### config.mk
export PLATFORM = sky130hd
export DESIGN_NAME = mavlink_frame_parser
export DESIGN_NICKNAME = d
export VERILOG_FILES = /design/src/design/mfp_pkg.sv /design/src/design/mfp_front.sv /design/src/design/mfp_queue.sv /design/src/design/mfp_back.sv /design/src/design/mavlink_frame_parser.sv
export SDC_FILE = /design/constraint.sdc
export NUM_CORES = 2
export LEC_CHECK = 0
export BUFFER_PORTS_ARGS = -buffer_cell sky130_fd_sc_hd__buf_4
export CORE_MARGIN = 2
export CORE_UTILIZATION = 50
export DETAILED_ROUTE_END_ITERATION = 7
export GPL_TIMING_DRIVEN = 0
export HOLD_SLACK_MARGIN = 0.08
export PLACE_DENSITY = 0.73
export SLEW_MARGIN = 15
export SYNTH_ARGS = -nofsm -noshare
export SYNTH_HDL_FRONTEND = slang
export SYNTH_HIERARCHICAL = 1
export SYNTH_SLANG_ARGS = --single-unit
export TNS_END_PERCENT = 10
### constraint.sdc
create_clock -name clock -period 8.25 [get_ports clock]
set_clock_uncertainty 0.1 [all_clocks]
set_input_delay 1.2375 -clock clock [delete_from_list [all_inputs] [get_ports clock]]
set_output_delay 1.2375 -clock clock [all_outputs]
set_load 0.1 [all_outputs]
### src/design/mfp_pkg.sv
// Shared types, constants and CRC helpers for the MAVLink frame parser.
// Used by mfp_front, mfp_queue, mfp_back and mavlink_frame_parser.
`default_nettype none

package mfp_pkg;

   typedef enum logic [3:0] {
      PH_IDLE     = 4'd0,
      PH_LEN      = 4'd1,
      PH_INCOMPAT = 4'd2,
      PH_COMPAT   = 4'd3,
      PH_SEQ      = 4'd4,
      PH_SYS      = 4'd5,
      PH_COMP     = 4'd6,
      PH_ID0      = 4'd7,
      PH_ID1      = 4'd8,
      PH_ID2      = 4'd9,
      PH_DATA     = 4'd10,
      PH_CRCLO    = 4'd11,
      PH_CRCHI    = 4'd12
   } phase_type;

   typedef enum logic {
      DR_IDLE,
      DR_SEND
   } drain_type;

   localparam logic [7:0]  START_V1 = 8'hFE;
   localparam logic [7:0]  START_V2 = 8'hFD;
   localparam logic [15:0] CRC_SEED = 16'hFFFF;

   localparam logic [23:0] MSG_HEARTBEAT      = 24'd0;
   localparam logic [23:0] MSG_SYS_STATUS     = 24'd1;
   localparam logic [23:0] MSG_ATTITUDE       = 24'd30;
   localparam logic [23:0] MSG_GLOBAL_POS_INT = 24'd33;
   localparam logic [23:0] MSG_COMMAND_LONG   = 24'd76;
   localparam logic [23:0] MSG_COMMAND_ACK    = 24'd77;

   typedef struct packed {
      logic        bank;
      logic [23:0] msgid;
      logic [7:0]  sys;
      logic [7:0]  comp;
      logic [7:0]  seq;
      logic [7:0]  incompat;
      logic [7:0]  compat;
      logic        v2;
      logic [7:0]  length;
   } desc_type;

   typedef struct packed {
      logic valid;
      logic bank;
   } release_type;

   function automatic logic [15:0] crc_feed(input logic [15:0] crc, input logic [7:0] b);
      logic [7:0] t;
      t = b ^ crc[7:0];
      t = t ^ {t[3:0], 4'b0000};
      return {8'h00, crc[15:8]} ^ {t, 8'h00} ^ {5'b00000, t, 3'b000} ^ {12'h000, t[7:4]};
   endfunction

   function automatic logic [7:0] crc_extra(input logic [23:0] id);
      logic [7:0] e;
      unique case (id)
         MSG_HEARTBEAT:      e = 8'd50;
         MSG_SYS_STATUS:     e = 8'd124;
         MSG_ATTITUDE:       e = 8'd39;
         MSG_GLOBAL_POS_INT: e = 8'd104;
         MSG_COMMAND_LONG:   e = 8'd152;
         MSG_COMMAND_ACK:    e = 8'd143;
         default:            e = 8'd0;
      endcase
      return e;
   endfunction

endpackage

`default_nettype wire

### src/design/mfp_front.sv
// Byte parser: hunts start bytes, walks the header, writes the payload bank,
// checks the CRC and pushes a frame descriptor. Depends on mfp_pkg.
`default_nettype none

module mfp_front
   import mfp_pkg::*;
#(
   parameter int MAX_PAYLOAD = 64,
   parameter int AW = 6,
   parameter int CW = 7
) (
   input  wire logic          clock,
   input  wire logic          reset,
   input  wire logic          req_tvalid,
   output logic               req_tready,
   input  wire logic [7:0]    rx_byte,
   output logic               push,
   output desc_type           push_desc,
   output logic               wr_en,
   output logic               wr_bank,
   output logic [AW-1:0]      wr_addr,
   output logic [7:0]         wr_data,
   input  wire release_type   rel
);

   phase_type        phase_ff, phase_in;
   logic             v2_ff, v2_in;
   logic [CW-1:0]    len_ff, len_in;
   logic [7:0]       incompat_ff, incompat_in;
   logic [7:0]       compat_ff, compat_in;
   logic [7:0]       seq_ff, seq_in;
   logic [7:0]       sys_ff, sys_in;
   logic [7:0]       comp_ff, comp_in;
   logic [23:0]      msgid_ff, msgid_in;
   logic [CW-1:0]    count_ff, count_in;
   logic [7:0]       crc_lo_ff, crc_lo_in;
   logic [15:0]      crc_ff, crc_in;
   logic             wbank_ff, wbank_in;
   logic [1:0]       busy_ff, busy_in;
   logic             stall;
   logic             accept;
   logic [15:0]      crc_step;
   logic [15:0]      crc_final;
   logic [CW-1:0]    count_next;

   always_ff @(posedge clock) begin
      if (reset) begin
         phase_ff    <= PH_IDLE;
         v2_ff       <= 1'b0;
         len_ff      <= '0;
         incompat_ff <= '0;
         compat_ff   <= '0;
         seq_ff      <= '0;
         sys_ff      <= '0;
         comp_ff     <= '0;
         msgid_ff    <= '0;
         count_ff    <= '0;
         crc_lo_ff   <= '0;
         crc_ff      <= CRC_SEED;
         wbank_ff    <= 1'b0;
         busy_ff     <= '0;
      end else begin
         phase_ff    <= phase_in;
         v2_ff       <= v2_in;
         len_ff      <= len_in;
         incompat_ff <= incompat_in;
         compat_ff   <= compat_in;
         seq_ff      <= seq_in;
         sys_ff      <= sys_in;
         comp_ff     <= comp_in;
         msgid_ff    <= msgid_in;
         count_ff    <= count_in;
         crc_lo_ff   <= crc_lo_in;
         crc_ff      <= crc_in;
         wbank_ff    <= wbank_in;
         busy_ff     <= busy_in;
      end
   end

   always_comb begin
      phase_in    = phase_ff;
      v2_in       = v2_ff;
      len_in      = len_ff;
      incompat_in = incompat_ff;
      compat_in   = compat_ff;
      seq_in      = seq_ff;
      sys_in      = sys_ff;
      comp_in     = comp_ff;
      msgid_in    = msgid_ff;
      count_in    = count_ff;
      crc_lo_in   = crc_lo_ff;
      crc_in      = crc_ff;
      wbank_in    = wbank_ff;
      push        = 1'b0;
      wr_en       = 1'b0;

      stall      = busy_ff[wbank_ff] && (phase_ff == PH_DATA || phase_ff == PH_CRCHI);
      req_tready = !stall;
      accept     = req_tvalid && req_tready;
      crc_step   = crc_feed(crc_ff, rx_byte);
      crc_final  = crc_feed(crc_ff, crc_extra(msgid_ff));
      count_next = count_ff + 1'b1;

      if (accept) begin
         unique case (phase_ff)
            PH_IDLE: begin
               if (rx_byte == START_V2 || rx_byte == START_V1) begin
                  v2_in    = (rx_byte == START_V2);
                  crc_in   = CRC_SEED;
                  phase_in = PH_LEN;
               end
            end
            PH_LEN: begin
               if (rx_byte > 8'(MAX_PAYLOAD)) begin
                  phase_in = PH_IDLE;
               end else begin
                  len_in = rx_byte[CW-1:0];
                  crc_in = crc_step;
                  if (v2_ff) begin
                     phase_in = PH_INCOMPAT;
                  end else begin
                     incompat_in = '0;
                     compat_in   = '0;
                     phase_in    = PH_SEQ;
                  end
               end
            end
            PH_INCOMPAT: begin
               incompat_in = rx_byte;
               crc_in      = crc_step;
               phase_in    = PH_COMPAT;
            end
            PH_COMPAT: begin
               compat_in = rx_byte;
               crc_in    = crc_step;
               phase_in  = PH_SEQ;
            end
            PH_SEQ: begin
               seq_in   = rx_byte;
               crc_in   = crc_step;
               phase_in = PH_SYS;
            end
            PH_SYS: begin
               sys_in   = rx_byte;
               crc_in   = crc_step;
               phase_in = PH_COMP;
            end
            PH_COMP: begin
               comp_in  = rx_byte;
               crc_in   = crc_step;
               phase_in = PH_ID0;
            end
            PH_ID0: begin
               msgid_in = {16'h0000, rx_byte};
               crc_in   = crc_step;
               if (v2_ff) begin
                  phase_in = PH_ID1;
               end else begin
                  count_in = '0;
                  phase_in = (len_ff != '0) ? PH_DATA : PH_CRCLO;
               end
            end
            PH_ID1: begin
               msgid_in = {msgid_ff[23:16], rx_byte, msgid_ff[7:0]};
               crc_in   = crc_step;
               phase_in = PH_ID2;
            end
            PH_ID2: begin
               msgid_in = {rx_byte, msgid_ff[15:0]};
               crc_in   = crc_step;
               count_in = '0;
               phase_in = (len_ff != '0) ? PH_DATA : PH_CRCLO;
            end
            PH_DATA: begin
               wr_en    = 1'b1;
               crc_in   = crc_step;
               count_in = count_next;
               if (count_next == len_ff) begin
                  phase_in = PH_CRCLO;
               end
            end
            PH_CRCLO: begin
               crc_lo_in = rx_byte;
               phase_in  = PH_CRCHI;
            end
            PH_CRCHI: begin
               crc_in   = crc_final;
               phase_in = PH_IDLE;
               if (crc_final == {rx_byte, crc_lo_ff}) begin
                  push     = 1'b1;
                  wbank_in = !wbank_ff;
               end
            end
            default: begin
               phase_in = PH_IDLE;
            end
         endcase
      end

      busy_in = busy_ff;
      if (rel.valid) begin
         busy_in[rel.bank] = 1'b0;
      end
      if (push) begin
         busy_in[wbank_ff] = 1'b1;
      end
   end

   assign wr_bank = wbank_ff;
   assign wr_addr = count_ff[AW-1:0];
   assign wr_data = rx_byte;

   assign push_desc.bank     = wbank_ff;
   assign push_desc.msgid    = msgid_ff;
   assign push_desc.sys      = sys_ff;
   assign push_desc.comp     = comp_ff;
   assign push_desc.seq      = seq_ff;
   assign push_desc.incompat = v2_ff ? incompat_ff : 8'h00;
   assign push_desc.compat   = v2_ff ? compat_ff : 8'h00;
   assign push_desc.v2       = v2_ff;
   assign push_desc.length   = 8'(len_ff);

`ifndef NO_ASSERTIONS
   a_push_free_bank: assert property (@(posedge clock) disable iff (reset)
      push |-> !busy_ff[wbank_ff])
      else $error("descriptor pushed onto a bank still pending");

   a_release_busy: assert property (@(posedge clock) disable iff (reset)
      rel.valid |-> busy_ff[rel.bank])
      else $error("release of a bank that was not pending");
`endif

endmodule

`default_nettype wire

### src/design/mfp_queue.sv
// Two-entry descriptor queue between the parser and the drain stage.
// Depends on mfp_pkg for desc_type.
`default_nettype none

module mfp_queue
   import mfp_pkg::*;
(
   input  wire logic     clock,
   input  wire logic     reset,
   input  wire logic     in_valid,
   input  wire desc_type in_desc,
   output logic          out_valid,
   input  wire logic     out_ready,
   output desc_type      out_desc
);

   desc_type    entry_ff [2];
   logic        wr_ptr_ff, wr_ptr_in;
   logic        rd_ptr_ff, rd_ptr_in;
   logic [1:0]  count_ff, count_in;
   logic        pop;

   always_ff @(posedge clock) begin
      if (in_valid) begin
         entry_ff[wr_ptr_ff] <= in_desc;
      end
   end

   always_ff @(posedge clock) begin
      if (reset) begin
         wr_ptr_ff <= 1'b0;
         rd_ptr_ff <= 1'b0;
         count_ff  <= '0;
      end else begin
         wr_ptr_ff <= wr_ptr_in;
         rd_ptr_ff <= rd_ptr_in;
         count_ff  <= count_in;
      end
   end

   always_comb begin
      out_valid = (count_ff != 2'd0);
      pop       = out_valid && out_ready;
      wr_ptr_in = in_valid ? !wr_ptr_ff : wr_ptr_ff;
      rd_ptr_in = pop ? !rd_ptr_ff : rd_ptr_ff;
      count_in  = count_ff + {1'b0, in_valid} - {1'b0, pop};
   end

   assign out_desc = entry_ff[rd_ptr_ff];

`ifndef NO_ASSERTIONS
   a_no_overflow: assert property (@(posedge clock) disable iff (reset)
      in_valid |-> (count_ff != 2'd2 || pop))
      else $error("descriptor queue overflow");

   a_count_range: assert property (@(posedge clock) disable iff (reset)
      count_ff != 2'd3)
      else $error("descriptor queue count out of range");
`endif

endmodule

`default_nettype wire

### src/design/mfp_back.sv
// Drain stage: holds the two payload banks, pops descriptors and emits one result
// per payload byte (one for an empty frame) through a registered output. Depends on mfp_pkg.
`default_nettype none

module mfp_back
   import mfp_pkg::*;
#(
   parameter int AW = 6,
   parameter int CW = 7
) (
   input  wire logic          clock,
   input  wire logic          reset,
   input  wire logic          wr_en,
   input  wire logic          wr_bank,
   input  wire logic [AW-1:0] wr_addr,
   input  wire logic [7:0]    wr_data,
   input  wire logic          q_valid,
   output logic               q_ready,
   input  wire desc_type      q_desc,
   output release_type        rel,
   output logic               rsp_tvalid,
   input  wire logic          rsp_tready,
   output logic [87:0]        rsp_tdata,
   output logic               rsp_tlast
);

   localparam int DEPTH = 2 ** (AW + 1);

   logic [7:0]    mem [DEPTH];
   drain_type     state_ff, state_in;
   desc_type      desc_ff, desc_in;
   logic [CW-1:0] idx_ff, idx_in;
   logic          rsp_valid_ff, rsp_valid_in;
   desc_type      rsp_desc_ff;
   logic [CW-1:0] rsp_idx_ff;
   logic          rsp_last_ff;
   logic [7:0]    rd_data_ff;
   logic          load;
   logic [CW-1:0] len;
   logic [CW-1:0] count_n;
   logic          is_last;

   always_ff @(posedge clock) begin
      if (wr_en) begin
         mem[{wr_bank, wr_addr}] <= wr_data;
      end
   end

   always_ff @(posedge clock) begin
      if (load) begin
         rd_data_ff  <= mem[{desc_ff.bank, idx_ff[AW-1:0]}];
         rsp_desc_ff <= desc_ff;
         rsp_idx_ff  <= idx_ff;
         rsp_last_ff <= is_last;
      end
   end

   always_ff @(posedge clock) begin
      if (reset) begin
         state_ff     <= DR_IDLE;
         idx_ff       <= '0;
         rsp_valid_ff <= 1'b0;
      end else begin
         state_ff     <= state_in;
         idx_ff       <= idx_in;
         rsp_valid_ff <= rsp_valid_in;
      end
   end

   always_ff @(posedge clock) begin
      desc_ff <= desc_in;
   end

   always_comb begin
      state_in     = state_ff;
      desc_in      = desc_ff;
      idx_in       = idx_ff;
      rsp_valid_in = rsp_valid_ff;
      q_ready      = 1'b0;
      load         = 1'b0;
      rel.valid    = 1'b0;
      rel.bank     = desc_ff.bank;

      len     = desc_ff.length[CW-1:0];
      count_n = (len == '0) ? CW'(1) : len;
      is_last = ((idx_ff + 1'b1) == count_n);

      if (rsp_tready) begin
         rsp_valid_in = 1'b0;
      end

      unique case (state_ff)
         DR_IDLE: begin
            q_ready = 1'b1;
            if (q_valid) begin
               desc_in  = q_desc;
               idx_in   = '0;
               state_in = DR_SEND;
            end
         end
         DR_SEND: begin
            if (!rsp_valid_ff || rsp_tready) begin
               load         = 1'b1;
               rsp_valid_in = 1'b1;
               idx_in       = idx_ff + 1'b1;
               if (is_last) begin
                  rel.valid = 1'b1;
                  state_in  = DR_IDLE;
               end
            end
         end
         default: begin
            state_in = DR_IDLE;
         end
      endcase
   end

   assign rsp_tvalid        = rsp_valid_ff;
   assign rsp_tlast         = rsp_last_ff;
   assign rsp_tdata[23:0]   = rsp_desc_ff.msgid;
   assign rsp_tdata[31:24]  = rsp_desc_ff.sys;
   assign rsp_tdata[39:32]  = rsp_desc_ff.comp;
   assign rsp_tdata[47:40]  = rsp_desc_ff.seq;
   assign rsp_tdata[55:48]  = rsp_desc_ff.incompat;
   assign rsp_tdata[63:56]  = rsp_desc_ff.compat;
   assign rsp_tdata[64]     = rsp_desc_ff.v2;
   assign rsp_tdata[71:65]  = 7'(rsp_desc_ff.length);
   assign rsp_tdata[77:72]  = 6'(rsp_idx_ff);
   assign rsp_tdata[85:78]  = (rsp_desc_ff.length == 8'd0) ? 8'h00 : rd_data_ff;
   assign rsp_tdata[87:86]  = 2'b00;

`ifndef NO_ASSERTIONS
   a_release_ends_send: assert property (@(posedge clock) disable iff (reset)
      rel.valid |=> state_ff == DR_IDLE && rsp_tvalid && rsp_tlast)
      else $error("frame release without a final result");
`endif

endmodule

`default_nettype wire

### src/design/mavlink_frame_parser.sv
// MAVLink v1/v2 frame parser, top level.
// Instantiates mfp_front, mfp_queue and mfp_back; depends on mfp_pkg.
//
// Usage:
//   req_*: one raw link byte per transaction on req_tdata[7:0].
//   rsp_*: one transaction per payload byte of a frame whose CRC matched,
//          or a single transaction with payload byte zero for an empty frame;
//          rsp_tlast marks the final transaction of a frame.
// Throughput: one byte per cycle on req_. Payload lands in one of two banks;
//   req_tready drops only when the parser reaches payload or CRC high byte of a new
//   frame while both banks still hold frames waiting to be drained.
// Path: with the drain stage idle, a frame passing CRC goes through the queue
//   entry, drain descriptor and output registers; results then follow one per
//   cycle while rsp_tready is high, with a gap between frames for the descriptor pop.
// Stall: if rsp_tready is low the output register holds its transaction;
//   the parser keeps taking bytes until it needs a bank while both are pending.
// Reset: synchronous, active high; clears parser, queue and bank state.
//   The payload banks are not cleared, and no unwritten entry is read.
`default_nettype none

module mavlink_frame_parser
   import mfp_pkg::*;
#(
   parameter int MAX_PAYLOAD = 64
) (
   input  wire logic        clock,
   input  wire logic        reset,
   input  wire logic        req_tvalid,
   output logic             req_tready,
   input  wire logic [7:0]  req_tdata,   // [7:0] rx_byte
   output logic             rsp_tvalid,
   input  wire logic        rsp_tready,
   output logic [87:0]      rsp_tdata,   // message_id[23:0], source_system[31:24],
                                         // source_component[39:32],
                                         // sequence_number[47:40],
                                         // incompat_flags[55:48], compat_flags[63:56],
                                         // is_version_two[64], payload_length[71:65],
                                         // byte_index[77:72], payload_byte[85:78],
                                         // zero pad[87:86]
   output logic             rsp_tlast
);

   localparam int AW = (MAX_PAYLOAD > 1) ? $clog2(MAX_PAYLOAD) : 1;
   localparam int CW = $clog2(MAX_PAYLOAD + 1);

   logic          push;
   desc_type      push_desc;
   logic          wr_en;
   logic          wr_bank;
   logic [AW-1:0] wr_addr;
   logic [7:0]    wr_data;
   release_type   rel;
   logic          q_valid;
   logic          q_ready;
   desc_type      q_desc;

   mfp_front #(
      .MAX_PAYLOAD(MAX_PAYLOAD),
      .AW(AW),
      .CW(CW)
   ) u_front (
      .clock(clock),
      .reset(reset),
      .req_tvalid(req_tvalid),
      .req_tready(req_tready),
      .rx_byte(req_tdata),
      .push(push),
      .push_desc(push_desc),
      .wr_en(wr_en),
      .wr_bank(wr_bank),
      .wr_addr(wr_addr),
      .wr_data(wr_data),
      .rel(rel)
   );

   mfp_queue u_queue (
      .clock(clock),
      .reset(reset),
      .in_valid(push),
      .in_desc(push_desc),
      .out_valid(q_valid),
      .out_ready(q_ready),
      .out_desc(q_desc)
   );

   mfp_back #(
      .AW(AW),
      .CW(CW)
   ) u_back (
      .clock(clock),
      .reset(reset),
      .wr_en(wr_en),
      .wr_bank(wr_bank),
      .wr_addr(wr_addr),
      .wr_data(wr_data),
      .q_valid(q_valid),
      .q_ready(q_ready),
      .q_desc(q_desc),
      .rel(rel),
      .rsp_tvalid(rsp_tvalid),
      .rsp_tready(rsp_tready),
      .rsp_tdata(rsp_tdata),
      .rsp_tlast(rsp_tlast)
   );

endmodule

`default_nettype wire

Yosys cells after proc, flatten, opt, wreduce, memory -nomap -nowiden
Memories as Yosys holds them, arrays and structs flattened. A register that Yosys moved wholly into a read port is not among the register bits.
Cells that the tools add are included.
{"block": "word_totals", "reg_bits": 211, "mem_bits_rw": 1170, "inputBits": 12, "out_inout_bits": 91, "wordCells": 187, "memories": 2}
{"block": "op_classes", "addsub": 4, "order_cmp": 5, "eq_ne": 28, "mux": 55, "n_bitwise": 17, "n_reduce_logical": 43}
{"name": "u_back.mem", "depth": 128, "width": 8, "rd": 1, "rd_ports_with_merged_regs": 1, "write_ports": 1, "line": "mfp_back.sv:29", "text": "logic [7:0] mem [DEPTH];"}
{"name": "u_queue.entry_ff", "depth": 2, "width": 73, "rd": 1, "rd_ports_with_merged_regs": 1, "write_ports": 1, "line": "mfp_queue.sv:17", "text": "desc_type entry_ff [2];"}
{"op": "$pmux 24 s3", "count": 1}
{"op": "$pmux 16 s4", "count": 1}
{"op": "$eq 24x7->1 const B", "count": 2}
{"op": "$pmux 4 s12", "count": 1}
{"op": "$pmux 8 s6", "count": 1}
{"op": "$mux 8", "count": 5}
{"op": "$mux 16", "count": 2}
{"op": "$pmux 8 s2", "count": 2}
{"op": "$xor 16x11->16", "count": 2}
{"op": "$xor 16x4->16", "count": 2}
{"op": "$xor 8x16->16", "count": 2}
{"op": "$xor 8x8->8", "count": 4}
{"op": "$mux 7", "count": 4}
{"op": "$reduce_and 3->1", "count": 9}
{"op": "$mux 1", "count": 26}
{"op": "$eq 24x1->1 const B", "count": 1}
{"op": "$eq 24x5->1 const B", "count": 1}
{"op": "$eq 24x6->1 const B", "count": 1}
{"op": "$logic_not 24->1", "count": 1}
{"op": "$pmux 7 s3", "count": 1}
{"op": "$eq 4x4->1 const B", "count": 5}
{"op": "$eq 16x16->1", "count": 1}
{"op": "$eq 4x3->1 const B", "count": 4}
{"op": "$eq 8x8->1 const B", "count": 2}
{"op": "other kinds (34)", "count": 71}

Depth between registers and ports, before layout
{"block": "logic_depth", "word_depth": 13, "ltp_mapped": 12}

Modules after synthesis
The synthesis kept the hierarchy.
{"module": "mfp_back", "instances": 1, "cells_each": 2272, "area_each_um2": 46188.0, "seq_area_each_um2": 35794.3}
{"module": "mfp_front", "instances": 1, "cells_each": 749, "area_each_um2": 6155.9, "seq_area_each_um2": 2202.1}
{"module": "mfp_queue", "instances": 1, "cells_each": 252, "area_each_um2": 5823.1, "seq_area_each_um2": 4544.4}

Worst setup path after synthesis
Ideal clock, no wire load.
{"block": "synth_timing", "path_type": "input to register", "from": "input req_tdata[0]", "to": "memory u_queue/entry_ff[0][0] (netlist bit) (enable)", "arrival_time_ns": 5.765, "slack_ns": 1.870, "cell_stages": 7, "path_buffers": 0, "cell_sequence": "xor2_1 > xnor2_1 > xnor2_1 > nor3_1 > o2111ai_1 > nor2_1 > nor2b_1"}
{"block": "synth_between", "elab_chain_cells": 6}
{"item": "from (decl)", "line": "mavlink_frame_parser.sv:30", "text": "input wire logic [7:0] req_tdata,"}
{"item": "$eq 16x16->1", "line": "mfp_front.sv:189", "text": "if (crc_final == {rx_byte, crc_lo_ff}) begin"}
{"item": "$mux 1", "line": "mfp_front.sv:189"}
{"item": "$mux 1", "line": "mfp_front.sv:105", "text": "unique case (phase_ff)"}
{"item": "$mux 1", "line": "mfp_front.sv:104", "text": "if (accept) begin"}
{"item": "named net push", "line": "mavlink_frame_parser.sv:46", "text": "logic push;"}
{"item": "$mux 1", "line": "mfp_queue.sv:24", "text": "if (in_valid) begin"}
{"item": "$mux 1 (not written as such)", "line": "mfp_queue.sv:25", "text": "entry_ff[wr_ptr_ff] <= in_desc;"}
{"item": "to (decl)", "line": "mfp_queue.sv:17"}
The timed path passes the listed nets, and every way through them passes these cells.

Final worst setup path
{"block": "layout_timing", "from": "register u_front.wbank_ff, in the netlist u_front/wr_bank", "to": "memory u_back.mem[118][2] (enable)"}
{"block": "layout_between", "elab_chain_cells": 8}
{"item": "from (decl)", "line": "mfp_front.sv:38", "text": "logic wbank_ff, wbank_in;"}
{"item": "from (signal assigned)", "line": "mfp_front.sv:75", "text": "wbank_ff <= wbank_in;"}
{"item": "$mux 1 (not written as such) (2 in series)", "line": "mfp_front.sv:97", "text": "stall = busy_ff[wbank_ff] && (phase_ff == PH_DATA || phase_ff == PH_CRCHI);"}
{"item": "$logic_and 1x1->1", "line": "mfp_front.sv:97"}
{"item": "$logic_not 1->1", "line": "mfp_front.sv:98", "text": "req_tready = !stall;"}
{"item": "$logic_and 1x1->1", "line": "mfp_front.sv:99", "text": "accept = req_tvalid && req_tready;"}
{"item": "$mux 1", "line": "mfp_front.sv:104"}
{"item": "named net wr_en", "line": "mavlink_frame_parser.sv:48", "text": "logic wr_en;"}
{"item": "$mux 1", "line": "mfp_back.sv:44", "text": "if (wr_en) begin"}
{"item": "$mux 1 (not written as such)", "line": "mfp_back.sv:45", "text": "mem[{wr_bank, wr_addr}] <= wr_data;"}
{"item": "to (decl)", "line": "mfp_back.sv:29"}
The timed path passes the listed nets, and every way through them passes these cells. The select of a mux whose other input is x is not followed.

==> metrics.md <==
| Metric | Value |
|---|---|
| Final instance area | `65900 µm²` |
| Rows | `between 100 and 150` |
| Crit path DAT | `roughly 5600 ps` |
| P per Cell Area | `223 nW/µm²` |
| Yosys top cell area share | `0.689` |
| Cells resized by post-CTS repair | `0` |
| Tightest Pin Transition | `1380 ps` |
| Layout Area Growth over Synthesis | `13.2%` |
| Die extent in x | `345 µm` |
| Slew Viols, Final | `0` |
| # DRC | `2` |
| Starting DRC count in detailed routing | `5021` |
| Clock transition at path regs | `60 ps` |
| Most common cell in the netlist | `edfxtp_1` |
| Rel. slew slack | `0.0798` |
| Worst path required time | `about 8500 ps` |
| Hold Violations, Final | `0` |
| Met1 Usage GRT | `0.359` |
| Ranking of synthesized cells by area | `edfxtp_1, mux4_2, dfxtp_1` |
| CTS tree | `built` |
| RSZ-0062 raised after global routing | `no` |
| I/O Buffers | `95` |
| Post-CTS Setup Bufs | `0` |
| Avg WL per Cell | `between 30 and 40 µm` |
| Max-cap viol count | `0` |
| Multi-input logic area | `13900 µm²` |
| Post-Syn Area | `between 50000 and 60000 µm²` |
| Clock tree buffer depth | `3` |
| Final net count | `roughly 3500` |
| Tcrit/Tclk final | `0.649` |
| Die H | `345 µm` |
| Total die area | `119000 µm²` |
| Post-route ant nets | `0` |
| Ratio of cells with drive above 1 in the final layout | `0.230` |
| Post-Place Cell Area | `between 60000 and 70000 µm²` |
| GRT Residual Overflow | `0` |
| Largest net degree at the start of global routing | `129` |
| Post-Route WL | `159000 µm` |
| Num CTS Buffers | `between 100 and 150` |
| H-Tree Depth | `4` |
| Yosys reg bits | `1458` |
| Sequential area share after synthesis | `0.731` |
| Core ar. | `116000 µm²` |
| CTS Sinks | `1458` |
| Crit. End Element | `flip-flop` |
| Worst vdd ir | `0.000220 V` |
| Crit path max-delay cell type | `nor2_1` |
| Clk_lat worst skew | `770 ps` |
| Critical path startpoint category | `flip-flop` |
| Starting density of the core | `0.503` |
| Cells after DPL | `roughly 5000` |
| Crit-path max FO | `12` |
| Kind of critical path | `reg2reg` |
| Initial antenna violation count | `7` |
| Vias | `32700` |
| Most Crowded Layer GR | `met2` |
| First-pass GRT wire length | `~220000 µm` |
| Most frequent cells after synthesis | `edfxtp_1, nor2_1, mux4_2` |
| Number of global-route vias before repair | `31400` |
| Finished Layout Cells | `5176` |
| Hold_ws | `between 300 and 400 ps` |
| Syn_area_per_cell | `17.8 µm²` |
| GR Util met2 | `0.392` |
| Fill cells | `8574` |
| Via density | `6.32` |
| Final worst path period need | `5350 ps` |
| Yosys top cell by area | `edfxtp_1` |
| Min-delay worst type | `reg2reg` |
| Cell variety after synth | `92` |
| IO Count | `~100` |
| Max incr delay on CP | `960 ps` |
| Setup violators final | `0` |
| Post-Synthesis Cells | `approximately 3300` |
| Grt met3 use | `0.0813` |
| Register Area | `42500 µm²` |
| GPL Wtd Cong | `just under 1` |
| Failing checks | `design-rule violations` |
| Gr usage total | `0.262` |
| Ys async rst share | `0` |
| Detailed Place HPWL | `102000 µm` |
| Most common cell on crit path | `clkbuf_1` |
| Clock root buffer | `clkbuf_16` |
| Max Freq | `0.187 GHz` |
| Post-synth EDFFs | `1334` |
| CP Cell Sequence | `mux2i_1 > o21bai_1 > and2_1 > buf_2 > nand2_1 > inv_1 > clkbuf_1 > nor2b_1 > nand3_1 > clkbuf_1 > nor2_1` |
| FF-to-FF setup slack | `2900 ps` |
| DRT Pass-1 Iters | `8` |
| Post-CTS Hold Fix Bufs | `0` |
| Yosys warnings | `6` |
| Synth Flop Type | `edfxtp_1` |
| Status | `finished, violations left` |
| Reported leakage power | `20.8 nW` |
==> per-stage QoR <==
step / setup TNS, ps / power, W / setup slack (ps) / utilization
2_1_floorplan: 0 / 0.00827 / 1870 / -
3_3_place_gp: -72530 / 0.00833 / -998 / 0.525
3_5_place_dp: 0 / 0.00834 / 2840 / 0.528
4_1_cts: 0 / 0.0147 / 3100 / 0.568
5_1_grt: 0 / 0.0150 / 2880 / 0.569
6_report: 0 / 0.0147 / 2900 / 0.569
==> cells in the final DEF (no fill, tap or decap), types with 31 or more instances in the layout <==
| cell | count |
|---|---|
| mux2_2 | 46 |
| xnor2_1 | 51 |
| buf_2 | 32 |
| mux2_4 | 60 |
| dfxtp_1 | 124 |
| clkbuf_1 | 108 |
| edfxtp_1 | 1334 |
| o21ai_0 | 36 |
| buf_6 | 40 |
| a211oi_1 | 31 |
| a22oi_1 | 31 |
| clkbuf_16 | 149 |
| nor2_1 | 250 |
| nand3_1 | 59 |
| mux2i_1 | 185 |
| mux4_2 | 192 |
| a21oi_1 | 98 |
| nand2_1 | 103 |
| clkinv_1 | 32 |
| buf_4 | 206 |
| and2_1 | 32 |
==> area by class of cell <==
cell class | count | share of cell area
diodes | 4 | 0.000152
well taps | 1524 | 0.0290
repair buffers | 108 | 0.0146
multi-input cells | 1535 | 0.211
flip-flops and latches | 1458 | 0.646
clock buffers | 184 | 0.0589
plain buffers | 267 | 0.0268
inverters | 14 | 0.000912
clock inverters | 82 | 0.0125
==> cells by family (layout without fill, tap and decap cells) <==
logic type               count (synthesis)  in the layout  share of synthesized area
multiplexers                           483            483                      0.131
buffers and inverters                  281            655                     0.0307
flip-flops                            1458           1458                      0.731
adder cells (fa/ha/maj)                  4              4                   0.000860
other                                    2              7                   0.000129
AND/OR/NAND/NOR                        604            604                     0.0503
AO/OA/AOI/OAI                          363            363                     0.0434
XOR/XNOR                                78             78                     0.0127
==> path summary, 6_finish.rpt <==
check | endpoint | startpoint | cells past startpoint
min reg2reg | u_back/rsp_tdata[15] | u_back/desc_ff[64] | 0
min | u_back/rsp_tdata[15] | u_back/desc_ff[64] | 0
max | u_back/mem[118][2] | u_front/wr_bank | 11
max reg2reg | u_back/mem[118][2] | u_front/wr_bank | 11
==> sequential cells by signal, summed over array words and instances, names as in the netlist, 16 cells and up, named ones only <==
register	flops
u_back/mem	1024
u_back/desc_ff	73
u_front/crc_ff	16
u_front/msgid_ff	24
u_queue/entry_ff	148
u_back/rsp_tdata	72
==> layer usage <==
metal / part of all wire / vias up
met2: 0.45 / 2309
met1: 0.37 / 16600
met4: 0.044 / 4
met3: 0.13 / 408
li1: - / 13400
met5: 0.00016 / -
==> worst max-delay path: cells and delay by family (launching register included) <==
kind / cells / cell delay [ps]
buffers and inverters: 4 / 1550
and+or+nand+nor: 5 / 1920
muxes: 1 / 430
DFF: 1 / 700
AOI/OAI and AO/OA: 1 / 260
==> where the power goes <==
| part | switching, W | internal [W] |
|---|---|---|
| Sequential | 0.000000691 | 0.00803 |
| Clock | 0.00280 | 0.00368 |
| Combinational | 0.000133 | 0.0000235 |
| Total | 0.00294 | 0.0117 |
Note: power is estimated with default switching activity, not from simulation.
